File: src/design/cba_pkg.sv
// Shared types and constants of the contiguous block allocator.
package cba_pkg;

  localparam int StartW   = 10;
  localparam int LenW     = 11;
  localparam int OwnerW   = 8;
  localparam int KbW      = 13;
  localparam int NeedW    = 12;
  localparam int PolicyW  = 2;
  localparam int WasteW   = 2;
  localparam int PoolBlocks = 1024;
  localparam int BlockKb  = 4;

  localparam logic [PolicyW-1:0] PolicyFirst = 2'd0;
  localparam logic [PolicyW-1:0] PolicyBest  = 2'd1;
  localparam logic [PolicyW-1:0] PolicyWorst = 2'd2;
  localparam logic [PolicyW-1:0] PolicyNone  = 2'd3;

  localparam logic FuncAlloc = 1'b0;
  localparam logic FuncFree  = 1'b1;

  // One segment of the address-ordered table.
  typedef struct packed {
    logic              valid;
    logic              is_free;
    logic [StartW-1:0] start;
    logic [LenW-1:0]   len;
    logic [OwnerW-1:0] owner;
  } entry_t;

  typedef enum logic [2:0] {
    StIdle,
    StScan,
    StDecide,
    StRewrite,
    StDone
  } state_e;

endpackage

File: src/design/cba_req_if.sv
// Request channel: valid, ready and the request word.
interface cba_req_if;
  logic                          valid;
  logic                          ready;
  logic                          func;
  logic [cba_pkg::OwnerW-1:0]    owner_id;
  logic [cba_pkg::KbW-1:0]       request_kb;

  modport source (output valid, func, owner_id, request_kb, input ready);
  modport sink   (input valid, func, owner_id, request_kb, output ready);
endinterface

File: src/design/cba_rsp_if.sv
// Result channel: valid, ready and the result word.
interface cba_rsp_if;
  logic                          valid;
  logic                          ready;
  logic                          ok;
  logic [cba_pkg::StartW-1:0]    start_block;
  logic [cba_pkg::LenW-1:0]      blocks_assigned;
  logic [cba_pkg::WasteW-1:0]    slack_kb;
  logic [cba_pkg::LenW-1:0]      free_blocks;
  logic [cba_pkg::LenW-1:0]      largest_hole;

  modport source (output valid, ok, start_block, blocks_assigned, slack_kb, free_blocks,
                  largest_hole, input ready);
  modport sink   (input valid, ok, start_block, blocks_assigned, slack_kb, free_blocks,
                  largest_hole, output ready);
endinterface

File: src/design/cba_cell.sv
// One slot of the segment ring; it takes its neighbor's entry on every shift.
module cba_cell #(
  parameter bit IsHead = 1'b0
) (
  input  logic            clk_i,
  input  logic            rst_ni,
  input  logic            shift_i,
  input  cba_pkg::entry_t d_i,
  output cba_pkg::entry_t q_o
);

  cba_pkg::entry_t entry_q, entry_d, rst_val;

  // The head slot starts as one hole over the whole pool.
  always_comb begin
    rst_val         = '0;
    rst_val.valid   = IsHead;
    rst_val.is_free = IsHead;
    rst_val.len     = IsHead ? cba_pkg::LenW'(cba_pkg::PoolBlocks) : '0;
  end

  assign entry_d = shift_i ? d_i : entry_q;

  always_ff @(posedge clk_i or negedge rst_ni) begin
    if (!rst_ni) begin
      entry_q <= rst_val;
    end else begin
      entry_q <= entry_d;
    end
  end

  assign q_o = entry_q;

endmodule

File: src/design/cba_ctrl.sv
// Sequencer at the ring head: scan pass, rewrite pass and result register.
module cba_ctrl #(
  parameter int MaxSegments = 64
) (
  input  logic                          clk_i,
  input  logic                          rst_ni,
  input  logic                          cfg_we_i,
  input  logic [cba_pkg::PolicyW-1:0]   cfg_wdata_i,
  cba_req_if.sink                       req,
  cba_rsp_if.source                     rsp,
  input  cba_pkg::entry_t               head_i,
  input  cba_pkg::entry_t               ahead1_i,
  input  cba_pkg::entry_t               ahead2_i,
  output cba_pkg::entry_t               tail_o,
  output logic                          shift_o
);

  localparam int CntW    = $clog2(MaxSegments);
  localparam int SegCntW = $clog2(MaxSegments + 1);
  localparam int LenW    = cba_pkg::LenW;
  localparam int StartW  = cba_pkg::StartW;
  localparam int NeedW   = cba_pkg::NeedW;
  localparam int KbW     = cba_pkg::KbW;
  localparam int BlockKb = cba_pkg::BlockKb;
  localparam logic [CntW-1:0] LastPos = CntW'(MaxSegments - 1);

  cba_pkg::state_e state_q, state_d;

  logic [cba_pkg::PolicyW-1:0] policy_q;
  logic [SegCntW-1:0]          seg_cnt_q, cnt_acc_q, cnt_acc_d;
  logic [LenW-1:0]             free_tot_q, largest_q, big_q, big_d;
  logic [CntW-1:0]             pos_q;

  // Latched request word.
  logic                        func_q;
  logic [cba_pkg::OwnerW-1:0]  owner_q;
  logic [KbW-1:0]              kb_q;

  // Chosen target segment and its neighbors.
  logic                        tgt_v_q;
  logic [CntW-1:0]             tgt_idx_q;
  logic [LenW-1:0]             tgt_len_q, best_q;
  logic [StartW-1:0]           tgt_start_q;
  logic                        prev_free_q, pf_q, nf_q;
  logic [LenW-1:0]             prev_len_q, plen_q, nlen_q;
  logic                        commit_q;

  // Carry slot for the word pushed back by a split.
  cba_pkg::entry_t             hold_q;

  logic                        out_v_q, out_ok_q;
  logic [StartW-1:0]           out_start_q;
  logic [LenW-1:0]             out_blocks_q, out_free_q, out_big_q;
  logic [cba_pkg::WasteW-1:0]  out_waste_q;

  logic                        accept, last, load_out;
  logic [KbW:0]                kb_round;
  logic [NeedW-1:0]            need;
  logic [KbW:0]                waste_full;
  logic                        pre_ok, hit, take, split, commit;
  logic [LenW-1:0]             merge_len;
  logic [CntW:0]               pos_w, idx_w, mpos_w;
  logic [1:0]                  drop_cnt;
  cba_pkg::entry_t             src, e0, e1, out_e;
  logic                        e0_v, e1_v;

  // Block count, rounding up, and the slack in the last block.
  assign kb_round   = {1'b0, kb_q} + (KbW+1)'(BlockKb - 1);
  assign need       = NeedW'(kb_round / BlockKb);
  assign waste_full = (KbW+1)'(need * BlockKb) - {1'b0, kb_q};
  assign pre_ok     = (kb_q != '0) && (need <= {1'b0, largest_q}) &&
                      (policy_q <= cba_pkg::PolicyWorst);

  assign pos_w = {1'b0, pos_q};
  assign idx_w = {1'b0, tgt_idx_q};
  assign last  = (pos_q == LastPos);
  assign accept = req.valid && req.ready;
  assign load_out = (state_q == cba_pkg::StDone) && (!out_v_q || rsp.ready);

  // Scan pass: does the head word fit the policy, or for a free match the owner.
  always_comb begin
    hit  = head_i.valid && head_i.is_free && ({1'b0, head_i.len} >= need) && pre_ok;
    take = 1'b0;
    if (func_q == cba_pkg::FuncAlloc) begin
      case (policy_q)
        cba_pkg::PolicyFirst: take = hit && !tgt_v_q;
        cba_pkg::PolicyBest:  take = hit && (head_i.len <= best_q);
        cba_pkg::PolicyWorst: take = hit && !tgt_v_q && (head_i.len == largest_q);
        default:              take = 1'b0;
      endcase
    end else begin
      take = head_i.valid && !head_i.is_free && (head_i.owner == owner_q) && !tgt_v_q;
    end
  end

  assign split     = ({1'b0, tgt_len_q} != need);
  assign commit    = tgt_v_q && ((func_q == cba_pkg::FuncFree) || !split ||
                     (seg_cnt_q < SegCntW'(MaxSegments)));
  assign merge_len = tgt_len_q + (nf_q ? nlen_q : '0) + (pf_q ? plen_q : '0);

  // A free keeps the merged hole at the lower of the joined words and drops the rest.
  assign drop_cnt = {1'b0, pf_q} + {1'b0, nf_q};
  assign mpos_w   = idx_w - {{CntW{1'b0}}, pf_q};

  // Words behind a merge move up over the dropped neighbors.
  always_comb begin
    src = head_i;
    if ((func_q == cba_pkg::FuncFree) && (pos_w > mpos_w)) begin
      if (pos_w + (CntW+1)'(drop_cnt) > {1'b0, LastPos}) begin
        src = '0;
      end else begin
        case (drop_cnt)
          2'd1:    src = ahead1_i;
          2'd2:    src = ahead2_i;
          default: src = head_i;
        endcase
      end
    end
  end

  // Rewrite pass: up to two words come out of each word that goes in.
  always_comb begin
    e0   = src;
    e1   = '0;
    e0_v = src.valid;
    e1_v = 1'b0;
    if (!src.valid) begin
      e0_v = 1'b0;
    end else if (func_q == cba_pkg::FuncAlloc) begin
      if (pos_q == tgt_idx_q) begin
        e0.is_free = 1'b0;
        e0.len     = LenW'(need);
        e0.owner   = owner_q;
        if (split) begin
          e1_v       = 1'b1;
          e1.valid   = 1'b1;
          e1.is_free = 1'b1;
          e1.start   = src.start + StartW'(need);
          e1.len     = src.len - LenW'(need);
          e1.owner   = '0;
        end
      end
    end else begin
      if (pos_w == mpos_w) begin
        e0.is_free = 1'b1;
        e0.len     = merge_len;
      end
    end
  end

  // Pick the oldest word for the tail slot; at most one is carried over.
  always_comb begin
    if (hold_q.valid) begin
      out_e = hold_q;
    end else if (e0_v) begin
      out_e = e0;
    end else if (e1_v) begin
      out_e = e1;
    end else begin
      out_e = '0;
    end
  end

  always_comb begin
    cnt_acc_d = cnt_acc_q + SegCntW'(out_e.valid);
    big_d     = (out_e.valid && out_e.is_free && (out_e.len > big_q)) ? out_e.len : big_q;
  end

  // Next state.
  always_comb begin
    state_d = state_q;
    unique case (state_q)
      cba_pkg::StIdle:    if (accept) state_d = cba_pkg::StScan;
      cba_pkg::StScan:    if (last) state_d = cba_pkg::StDecide;
      cba_pkg::StDecide:  state_d = commit ? cba_pkg::StRewrite : cba_pkg::StDone;
      cba_pkg::StRewrite: if (last) state_d = cba_pkg::StDone;
      cba_pkg::StDone:    if (load_out) state_d = cba_pkg::StIdle;
      default:            state_d = cba_pkg::StIdle;
    endcase
  end

  // Outputs of the sequencer.
  always_comb begin
    req.ready = 1'b0;
    shift_o   = 1'b0;
    tail_o    = head_i;
    unique case (state_q)
      cba_pkg::StIdle:    req.ready = 1'b1;
      cba_pkg::StScan:    shift_o = 1'b1;
      cba_pkg::StDecide:  req.ready = 1'b0;
      cba_pkg::StRewrite: begin
        shift_o = 1'b1;
        tail_o  = out_e;
      end
      cba_pkg::StDone:    req.ready = 1'b0;
      default:            req.ready = 1'b0;
    endcase
  end

  // Control state and table summary.
  always_ff @(posedge clk_i or negedge rst_ni) begin
    if (!rst_ni) begin
      state_q    <= cba_pkg::StIdle;
      policy_q   <= cba_pkg::PolicyFirst;
      seg_cnt_q  <= SegCntW'(1);
      free_tot_q <= LenW'(cba_pkg::PoolBlocks);
      largest_q  <= LenW'(cba_pkg::PoolBlocks);
      pos_q      <= '0;
      out_v_q    <= 1'b0;
      hold_q     <= '0;
    end else begin
      state_q <= state_d;
      if (cfg_we_i) begin
        policy_q <= cfg_wdata_i;
      end
      if (shift_o) begin
        pos_q <= last ? '0 : pos_q + 1'b1;
      end
      if (state_q == cba_pkg::StRewrite) begin
        hold_q <= '0;
        if (hold_q.valid && e0_v) begin
          hold_q <= e0;
        end else if ((hold_q.valid || e0_v) && e1_v) begin
          hold_q <= e1;
        end
        if (last) begin
          seg_cnt_q <= cnt_acc_d;
          largest_q <= big_d;
          if (func_q == cba_pkg::FuncAlloc) begin
            free_tot_q <= free_tot_q - LenW'(need);
          end else begin
            free_tot_q <= free_tot_q + tgt_len_q;
          end
        end
      end
      if (load_out) begin
        out_v_q <= 1'b1;
      end else if (rsp.ready) begin
        out_v_q <= 1'b0;
      end
    end
  end

  // Request word, scan results and result word.
  always_ff @(posedge clk_i) begin
    if (accept) begin
      func_q      <= req.func;
      owner_q     <= req.owner_id;
      kb_q        <= req.request_kb;
      tgt_v_q     <= 1'b0;
      prev_free_q <= 1'b0;
      pf_q        <= 1'b0;
      nf_q        <= 1'b0;
      best_q      <= largest_q;
    end
    if (state_q == cba_pkg::StScan) begin
      prev_free_q <= head_i.valid && head_i.is_free;
      prev_len_q  <= head_i.len;
      if (take) begin
        tgt_v_q     <= 1'b1;
        tgt_idx_q   <= pos_q;
        tgt_len_q   <= head_i.len;
        tgt_start_q <= head_i.start;
        best_q      <= head_i.len;
        pf_q        <= prev_free_q;
        plen_q      <= prev_len_q;
      end
      if (tgt_v_q && (pos_w == idx_w + 1'b1) && head_i.valid && head_i.is_free) begin
        nf_q   <= 1'b1;
        nlen_q <= head_i.len;
      end
    end
    // The decision waits for the decide state so that a target in the last slot counts.
    if (state_q == cba_pkg::StDecide) begin
      commit_q  <= commit;
      cnt_acc_q <= '0;
      big_q     <= '0;
    end
    if (state_q == cba_pkg::StRewrite) begin
      cnt_acc_q <= cnt_acc_d;
      big_q     <= big_d;
    end
    if (load_out) begin
      out_ok_q     <= commit_q;
      out_start_q  <= commit_q ? tgt_start_q : '0;
      out_blocks_q <= !commit_q ? '0 :
                      (func_q == cba_pkg::FuncAlloc) ? LenW'(need) : tgt_len_q;
      out_waste_q  <= (commit_q && func_q == cba_pkg::FuncAlloc) ? waste_full[1:0] : '0;
      out_free_q   <= free_tot_q;
      out_big_q    <= largest_q;
    end
  end

  assign rsp.valid           = out_v_q;
  assign rsp.ok              = out_ok_q;
  assign rsp.start_block     = out_start_q;
  assign rsp.blocks_assigned = out_blocks_q;
  assign rsp.slack_kb        = out_waste_q;
  assign rsp.free_blocks     = out_free_q;
  assign rsp.largest_hole    = out_big_q;

endmodule

File: src/design/contiguous_block_allocator.sv
// Top level of the contiguous block allocator: segment ring and sequencer.
//
// Requests arrive as words on req_i (func, owner_id, request_kb) and each one
// gives exactly one result word on rsp_o. An allocate rounds request_kb up to
// whole blocks and carves the hole chosen by fit_policy (first, best or worst
// fit); a free releases the owner's lowest segment and merges neighbor holes.
// The segment table lives in a ring of MAX_SEGMENTS cells that rotates one
// step per cycle, while scanning or rewriting, past the sequencer at its head.
// Each request takes one full rotation to scan, a decide step and, when the
// table changes, a second rotation to rewrite it. One request is in flight at
// a time; req_i is ready only while idle. The result sits in an output
// register until rsp_o is taken; a stalled receiver holds the next request at
// its final step. fit_policy is written through cfg_we_i / cfg_wdata_i; the
// user must write it only while idle, as the block itself does not enforce
// that. After reset the table holds one hole over the whole pool and
// fit_policy is first fit.
module contiguous_block_allocator #(
  parameter int MAX_SEGMENTS = 64
) (
  input  logic                        clk_i,
  input  logic                        rst_ni,
  input  logic                        cfg_we_i,
  input  logic [cba_pkg::PolicyW-1:0] cfg_wdata_i,
  cba_req_if.sink                     req_i,
  cba_rsp_if.source                   rsp_o
);

  cba_pkg::entry_t ring [MAX_SEGMENTS];
  cba_pkg::entry_t tail;
  logic            shift;

  // Ring of cells; each takes the word of the cell above it.
  for (genvar i = 0; i < MAX_SEGMENTS; i++) begin : g_cell
    cba_cell #(.IsHead(i == 0)) u_cell (
      .clk_i   (clk_i),
      .rst_ni  (rst_ni),
      .shift_i (shift),
      .d_i     ((i == MAX_SEGMENTS - 1) ? tail : ring[(i + 1) % MAX_SEGMENTS]),
      .q_o     (ring[i])
    );
  end

  // Sequencer at the head of the ring.
  cba_ctrl #(.MaxSegments(MAX_SEGMENTS)) u_ctrl (
    .clk_i       (clk_i),
    .rst_ni      (rst_ni),
    .cfg_we_i    (cfg_we_i),
    .cfg_wdata_i (cfg_wdata_i),
    .req         (req_i),
    .rsp         (rsp_o),
    .head_i      (ring[0]),
    .ahead1_i    (ring[1]),
    .ahead2_i    (ring[2]),
    .tail_o      (tail),
    .shift_o     (shift)
  );

endmodule

File: src/flat_wrapper.sv
// flat-port wrapper written by rule: the top's interface ports become plain ports
module contiguous_block_allocator_flat 
#(
  parameter int MAX_SEGMENTS = 64
)
  (clk_i, rst_ni, cfg_we_i, cfg_wdata_i, req_i_valid, req_i_func, req_i_owner_id, req_i_request_kb, req_i_ready, rsp_o_valid, rsp_o_ok, rsp_o_start_block, rsp_o_blocks_assigned, rsp_o_slack_kb, rsp_o_free_blocks, rsp_o_largest_hole, rsp_o_ready);
  cba_req_if req_i_i ();
  cba_rsp_if rsp_o_i ();
  input  logic clk_i;
  input  logic rst_ni;
  input  logic cfg_we_i;
  input  logic [cba_pkg::PolicyW-1:0] cfg_wdata_i;
  input wire logic [$bits(req_i_i.valid)-1:0] req_i_valid;
  input wire logic [$bits(req_i_i.func)-1:0] req_i_func;
  input wire logic [$bits(req_i_i.owner_id)-1:0] req_i_owner_id;
  input wire logic [$bits(req_i_i.request_kb)-1:0] req_i_request_kb;
  output wire logic [$bits(req_i_i.ready)-1:0] req_i_ready;
  output wire logic [$bits(rsp_o_i.valid)-1:0] rsp_o_valid;
  output wire logic [$bits(rsp_o_i.ok)-1:0] rsp_o_ok;
  output wire logic [$bits(rsp_o_i.start_block)-1:0] rsp_o_start_block;
  output wire logic [$bits(rsp_o_i.blocks_assigned)-1:0] rsp_o_blocks_assigned;
  output wire logic [$bits(rsp_o_i.slack_kb)-1:0] rsp_o_slack_kb;
  output wire logic [$bits(rsp_o_i.free_blocks)-1:0] rsp_o_free_blocks;
  output wire logic [$bits(rsp_o_i.largest_hole)-1:0] rsp_o_largest_hole;
  input wire logic [$bits(rsp_o_i.ready)-1:0] rsp_o_ready;
  assign req_i_i.valid = req_i_valid;
  assign req_i_i.func = req_i_func;
  assign req_i_i.owner_id = req_i_owner_id;
  assign req_i_i.request_kb = req_i_request_kb;
  assign req_i_ready = req_i_i.ready;
  assign rsp_o_valid = rsp_o_i.valid;
  assign rsp_o_ok = rsp_o_i.ok;
  assign rsp_o_start_block = rsp_o_i.start_block;
  assign rsp_o_blocks_assigned = rsp_o_i.blocks_assigned;
  assign rsp_o_slack_kb = rsp_o_i.slack_kb;
  assign rsp_o_free_blocks = rsp_o_i.free_blocks;
  assign rsp_o_largest_hole = rsp_o_i.largest_hole;
  assign rsp_o_i.ready = rsp_o_ready;
  contiguous_block_allocator #(.MAX_SEGMENTS(MAX_SEGMENTS)) u_core (.clk_i(clk_i), .rst_ni(rst_ni), .cfg_we_i(cfg_we_i), .cfg_wdata_i(cfg_wdata_i), .req_i(req_i_i), .rsp_o(rsp_o_i));
endmodule
File: config.mk
export PLATFORM = sky130hd
export DESIGN_NAME = contiguous_block_allocator_flat
export DESIGN_NICKNAME = d
export VERILOG_FILES = /design/src/design/cba_pkg.sv /design/src/design/cba_req_if.sv /design/src/design/cba_rsp_if.sv /design/src/design/cba_cell.sv /design/src/design/cba_ctrl.sv /design/src/design/contiguous_block_allocator.sv /design/src/flat_wrapper.sv
export SDC_FILE = /design/constraint.sdc
export NUM_CORES = 2
export LEC_CHECK = 0
export BUFFER_PORTS_ARGS = -buffer_cell sky130_fd_sc_hd__buf_2
export CAP_MARGIN = 20
export CORE_ASPECT_RATIO = 2
export CORE_UTILIZATION = 45
export DETAILED_ROUTE_END_ITERATION = 7
export PLACE_DENSITY = 0.7
export SLEW_MARGIN = 20
export SYNTH_ARGS = -nofsm -noshare
export SYNTH_HDL_FRONTEND = slang
export SYNTH_SLANG_ARGS = --single-unit
File: constraint.sdc
create_clock -name clk_i -period 4.4 [get_ports clk_i]
set_input_delay 0.44 -clock clk_i [delete_from_list [all_inputs] [get_ports clk_i]]
set_output_delay 0.44 -clock clk_i [all_outputs]
set_load 0.03 [all_outputs]
# ---- After elaboration in Yosys (flattened, before gate mapping)
# Cells that the tools add are included.
# Widths: inputs -> output; s select.
dict set report totals {
  reg_bits 2218
  input_bits 29
  output_inout_bits 48
  wordCells 502
}
dict set report classes {
  n_addsub 14
  n_lt_le_gt_ge 8
  eq_ne 19
  mux 63
  n_bitwise 1
  n_reduce_logical 42
}
# operator n
set op_table {}
lappend op_table {{$mux 31} 12}
lappend op_table {{$mux 11} 12}
lappend op_table {{$pmux 31 s2} 1}
lappend op_table {{$mux 19} 2}
lappend op_table {{$add 11x11->11} 3}
lappend op_table {{$mux 1} 25}
lappend op_table {{$logic_and 1x1->1} 23}
lappend op_table {{$sub 11x11->11} 2}
lappend op_table {{$mux 3} 5}
lappend op_table {{$pmux 3 s5} 1}
lappend op_table {{$add 13x2->14 const B} 1}
lappend op_table {{$eq 6x7->1} 2}
lappend op_table {{$mux 7} 2}
lappend op_table {{$reduce_bool 13->1} 1}
lappend op_table {{$ge 11x12->1} 1}
lappend op_table {{$le 12x11->1} 1}
lappend op_table {{$ne 11x12->1} 1}
lappend op_table {{$eq 11x11->1} 1}
lappend op_table {{$gt 11x11->1} 1}
lappend op_table {{$le 11x11->1} 1}
lappend op_table {{$add 10x10->10} 1}
lappend op_table {{$eq 8x8->1} 1}
lappend op_table {{$mux 8} 1}
lappend op_table {{$ne 2x2->1 const B} 4}
lappend op_table {{other kinds (29)} 42}

# ---- Logic depth before layout (Yosys ltp)
dict set report logic_depth {
  depth_word 17
  ltp_mapped 25
  depth_no_buf 22
}

# ---- By module
# From an unflattened synthesis, not the netlist that was laid out.
dict set report hier_totals {
  hier_cells 5690
  area_unflattened_um2 89189.3
}
# module instances cells_per_inst area_each_um2 seq_area_each_um2
set modules_own_cells {}
lappend modules_own_cells {{cba_cell (u_core.g_cell[10].u_cell ...)} 63 65 1158.6 775.7}
lappend modules_own_cells {cba_ctrl 1 1530 15034.4 6378.6}
lappend modules_own_cells {{cba_cell (u_core.g_cell[0].u_cell)} 1 65 1162.4 779.5}

# ---- Worst setup path after synthesis
# OpenSTA, ideal clock, no wires.
dict set report synth_timing {
  path_type {flip-flop to flip-flop}
  from {register u_core.u_ctrl.tgt_idx_q[2]}
  to {register u_core.u_ctrl.big_q[3] (data pin)}
  setup_ns 0.140
  t_arrival_ns 4.604
  t_required_ns 4.260
  path_slack_ns -0.343
  path_stages_with_launch 24
  path_buffers 3
  period_less_slack_ns 4.743
  cell_sequence {edfxtp_1 > buf_6 > or3_4 > nand3b_1 > xor2_1 > ha_1 > nand3_1 > or2_2 > o2111a_1 > buf_2 > a32oi_4 > nor2_2 > a32oi_1 > inv_1 > ha_1 > nor2b_1 > o31ai_1 > a21oi_1 > o21ai_0 > a21oi_1 > o211ai_2 > buf_4 > mux2_2 > nor2_1}
}
dict set report synth_between {
  elab_chain_cells 16
  word_cells_on_any_way 31
  classes_between {add/sub: 2; order compare: 2; eq/ne: 2; mux: 22; reduce/logical: 3}
}
# item line
set synth_lines {}
lappend synth_lines {{from (decl)} cba_ctrl.sv:41} ;# logic [CntW-1:0] tgt_idx_q;
lappend synth_lines {{from (signal assigned)} cba_ctrl.sv:261} ;# tgt_idx_q <= pos_q;
lappend synth_lines {{$sub 6x1->7} cba_ctrl.sv:103} ;# assign mpos_w = idx_w - {{CntW{1'b0}}, pf_q};
lappend synth_lines {{$gt 6x7->1} cba_ctrl.sv:108} ;# if ((func_q == cba_pkg::FuncFree) && (pos_w > mpos_w)) begin
lappend synth_lines {{$logic_and 1x1->1} cba_ctrl.sv:108}
lappend synth_lines {{$mux 31} cba_ctrl.sv:108}
lappend synth_lines {{$sub 11x11->11} cba_ctrl.sv:139} ;# e1.len = src.len - LenW'(need);
lappend synth_lines {{$mux 31} cba_ctrl.sv:134} ;# if (split) begin
lappend synth_lines {{$mux 31} cba_ctrl.sv:130} ;# if (pos_q == tgt_idx_q) begin
lappend synth_lines {{$mux 31} cba_ctrl.sv:129} ;# end else if (func_q == cba_pkg::FuncAlloc) begin
lappend synth_lines {{$mux 31} cba_ctrl.sv:127} ;# if (!src.valid) begin
lappend synth_lines {{$mux 31} cba_ctrl.sv:157} ;# end else if (e1_v) begin
lappend synth_lines {{$mux 31 *} cba_ctrl.sv:155} ;# end else if (e0_v) begin
lappend synth_lines {{$mux 31 *} cba_ctrl.sv:153} ;# if (hold_q.valid) begin
lappend synth_lines {{$gt 11x11->1} cba_ctrl.sv:166} ;# big_d = (out_e.valid && out_e.is_free && (out_e.len > big_q)) ? out_e.len : big_q;
lappend synth_lines {{$logic_and 1x1->1} cba_ctrl.sv:166}
lappend synth_lines {{$mux 11 *} cba_ctrl.sv:166}
lappend synth_lines {{$mux 11 *} cba_ctrl.sv:279} ;# if (state_q == cba_pkg::StRewrite) begin
lappend synth_lines {{to (signal assigned)} cba_ctrl.sv:281} ;# big_q <= big_d;
lappend synth_lines {{to (decl)} cba_ctrl.sv:31} ;# logic [LenW-1:0] free_tot_q, largest_q, big_q, big_d;
# Every way passes the cells marked *; elsewhere a longest branch is shown, timed or not.
# A chain may end at the register's enable or synchronous reset.

# ---- Final worst setup path
dict set report layout_timing {
  from {register u_core.u_ctrl.tgt_idx_q[2]}
  to {register u_core.u_ctrl.big_q[0] (data pin)}
}
# The elaborated chain is that of the path after synthesis.

==> results.sh <==
export IMPL_areaGrowthSynthToFinish_pct=14.5
export IMPL_min_period_over_period_pct=114
export IMPL_required_ns=4.97
export IMPL_rsz0062_at_grt="yes"
export IMPL_routed_wl_mm=216
export IMPL_synth_edf_count=148
export IMPL_synth_top_cell_area_share_pct=58.0
export IMPL_ys_warn_count=0
export IMPL_clock_latency_ns=0.88
export IMPL_layout_drive_gt1_share_pct=9.08
export IMPL_grt_pass1_wl_mm=349
export IMPL_syn_inst=9809
export IMPL_power_density_mw_per_mm2=514
export IMPL_cts_buffers=198
export IMPL_synth_avg_cell_area_um2=9.00
export IMPL_max_slew_margin_pct=22.0
export IMPL_wl_met3_mm=4.82
export IMPL_grt_pass1_vias=64000
export IMPL_cts_tree="yes"
export IMPL_ys_types=89
export IMPL_power_share_clock_pct=35.1
export IMPL_root_buffer="clkbuf_16"
export IMPL_comb_power_share_pct=17.5
export IMPL_drv_slew=0
export IMPL_htree_levels=4
export IMPL_wl_met1_mm=83.5
export IMPL_power_switching_mw=16.2
export IMPL_synth_area_leaders="dfrtp_1, nand2_1, edfxtp_1"
export IMPL_power_leakage_nw=55.4
export IMPL_switching_share_pct=31.1
export IMPL_dpl_cell_area_mm2=0.0930
export IMPL_io_buffers=76
export IMPL_wire_per_inst_um=17.1
export IMPL_gr_total_overflow=0
export IMPL_dpl_worst_slack_ns=-0.799
export IMPL_hpwl_mm=141
export IMPL_final_setup_viol_count=33
export IMPL_ios=77
export IMPL_final_util_pct=51.9
export IMPL_grt_max_degree=256
export IMPL_yosysSeqAreaShare_pct=63.5
export IMPL_finalNetCount=10100
export IMPL_status="finished with violations"
export IMPL_synthArstFlopShare_pct=92.7
export IMPL_skew_ns=0.0893
export IMPL_firstDrtPassIters=7
export IMPL_synth_ff_type="dfrtp_1"
export IMPL_crit_fanout=6
export IMPL_hold_viol_final=0
export IMPL_die_y_um=628
export IMPL_violations="design-rule violations, negative setup slack"
export IMPL_gp_congestion=0.919
export IMPL_cts_sinks=2212
export IMPL_synth_most_common_cell="nand2_1"
export IMPL_die_area_mm2=0.198
export IMPL_internal_power_mw=35.8
export IMPL_grt_util_all_layers_pct=22.1
export IMPL_drv_cap=0
export IMPL_vias=63100
export IMPL_pwr_share_seq_pct=47.5
export IMPL_synth_area_mm2=0.0883
export IMPL_crit_type="register to register"
export IMPL_drtAntennaViolNets=0
export IMPL_fmax_mhz=200
export IMPL_syn_nets=9954
export IMPL_start_kind="register"
export IMPL_rows=229
export IMPL_die_w_um=315
export IMPL_hold_path_class="input pin to asynchronous set/reset pin"
export IMPL_clk_path_buf_depth=4
export IMPL_tightest_slew_ns=1.17
export IMPL_ys_top_cells_by_count="nand2_1, dfrtp_1, clkbuf_1"
export IMPL_design_area_mm2=0.101
export IMPL_synth_top_area_cell="dfrtp_1"
export IMPL_route_detailed_drc=15
export IMPL_ys_seq_elements=2212
export IMPL_period_minus_slack_ns=5.00
export IMPL_drt_iter0_drc=4677
export IMPL_start_util_pct=45.3
export IMPL_peakVddDrop_uv=428
export IMPL_path_clk_slew_ns=0.07
export IMPL_via_per_inst=4.99
export IMPL_antenna_found_initial=2
export IMPL_wl_met2_mm=115
export IMPL_setup_slack_ns=-0.601
export IMPL_dp_cells=12200
export IMPL_crit_path_end_kind="register"
export IMPL_routed_top_layer="met4"
export IMPL_core_mm2=0.195
export IMPL_arrival_ns=5.57
export IMPL_layoutNonFillerInstCount=12700
worst paths after layout:
| path | startpoint | to | slack, ns | depth (start not counted) |
|---|---|---|---|---|
| worst max-delay path | u_core.u_ctrl.tgt_idx_q[2] | u_core.u_ctrl.big_q[0] | -0.60 | 23 |
| worst min-delay path | rst_ni | u_core.g_cell[57].u_cell.q_o[21] | 0.08 | 2 |
| worst max register to register | u_core.u_ctrl.tgt_idx_q[2] | u_core.u_ctrl.big_q[0] | -0.60 | 23 |
| worst min register to register | u_core.g_cell[52].u_cell.q_o[23] | u_core.g_cell[51].u_cell.q_o[23] | 0.39 | 2 |
| max in group asynchronous | rst_ni | u_core.g_cell[33].u_cell.q_o[17] | 2.76 | 3 |
| min in group clk_i | req_i_request_kb[4] | u_core.u_ctrl.kb_q[4] | 0.34 | 2 |
timing repair:
item	4_1_cts	5_1_grt
endpoints found under the hold margin	82	0
endpoints found under the setup margin	36	48
pin swaps	31	19
cloned	1	0
gates resized for setup	91	48
setup buffers	20	5
hold buffers	29	0
through the flow:
| stage | total power, mW | hold slack, ns | TNS, ns |
|---|---|---|---|
| 2_1_floorplan | 30.5 | 0.144 | -3.21 |
| 3_3_place_gp | 33.9 | 0.401 | -22.97 |
| 3_5_place_dp | 34.1 | 0.403 | -20.71 |
| 5_1_grt | 54.6 | 0.0990 | -20.85 |
| 4_1_cts | 52.6 | 0.0696 | -12.91 |
| 6_report | 51.9 | 0.0843 | -13.93 |
worst max-delay path: stages (launching register included):
cell      delay [ns]
edfxtp_1        0.39
or3_4           0.41
nand3b_1        0.18
xor2_1          0.15
ha_1            0.30
buf_4           0.14
a21o_1          0.20
o2111a_2        0.33
a32oi_4         0.35
nor2_4          0.12
buf_6           0.19
a32oi_4         0.33
inv_2           0.08
ha_4            0.27
o21a_1          0.12
o31ai_2         0.06
a21oi_1         0.16
o21ai_1         0.08
a21oi_1         0.18
o211ai_2        0.10
buf_6           0.14
buf_12          0.14
mux2_2          0.24
nor2_1          0.04
registers in the layout, indices dropped and copies added, names as in the netlist, 10 cells and up:
register                           flops
u_core.u_ctrl.prev_len_q              11
u_core.u_ctrl.big_q                   11
u_core.u_ctrl.largest_q               11
u_core.u_ctrl.nlen_q                  11
u_core.u_ctrl.best_q                  11
u_core.u_ctrl.tgt_start_q             10
u_core.u_ctrl.hold_q                  31
u_core.u_ctrl.rsp.blocks_assigned     11
u_core.u_ctrl.tgt_len_q               11
u_core.g_cell.u_cell.q_o            1984
u_core.u_ctrl.free_tot_q              11
u_core.u_ctrl.rsp.largest_hole        11
u_core.u_ctrl.plen_q                  11
u_core.u_ctrl.rsp.start_block         10
u_core.u_ctrl.kb_q                    13
u_core.u_ctrl.rsp.free_blocks         11
layout make-up:
cell class,instances,area [µm²]
clock buffer,276,5870
inverter,91,342
antenna,3,7.51
fill,17800,93800
sequential,2212,56000
multi-input combinational,6994,30800
tap,2541,3180
clock inverter,79,961
timing repair buffer,458,3920
cell usage in the layout (no fill, tap or decap), types with 39 or more instances in the layout:
cell / synthesis / layout
a21oi_1: 69 / 63
buf_12: 0 / 42
buf_2: 12 / 75
buf_4: 5 / 298
clkbuf_16: 0 / 207
clkbuf_8: 0 / 43
dfrtp_1: 2045 / 2044
edfxtp_1: 148 / 148
ha_1: 101 / 89
inv_1: 89 / 80
nand2_1: 5993 / 5992
nor2_1: 119 / 114
nor3_1: 45 / 39
o21ai_0: 108 / 95
xnor2_1: 59 / 55
cells by family after synthesis:
group	share of synthesized area, %
buffers and inverters	2.62
adders and majority gates	1.77
AOI/OAI and AO/OA	3.14
DFF	63.5
xor gates and xnor gates	0.989
and+or+nand+nor	27.6
muxes	0.429
routing by layer:
layer | GRT usage, % | up-vias
met5 | 0 | -
met4 | 11.9 | 0
met3 | 2.02 | 433
met2 | 39.9 | 833
met1 | 25.6 | 31200
li1 | - | 30600
power groups by stage:
stage	clock [mW]	combinational, mW	sequential [mW]
2_1_floorplan	0	6.06	24.5
3_5_place_dp	0	9.10	25.0
6_report	18.2	9.06	24.6
5_1_grt	19.4	10.3	24.9
3_3_place_gp	0	9.00	24.9
4_1_cts	18.7	9.24	24.7
Note: power is estimated with default switching activity, not from simulation.
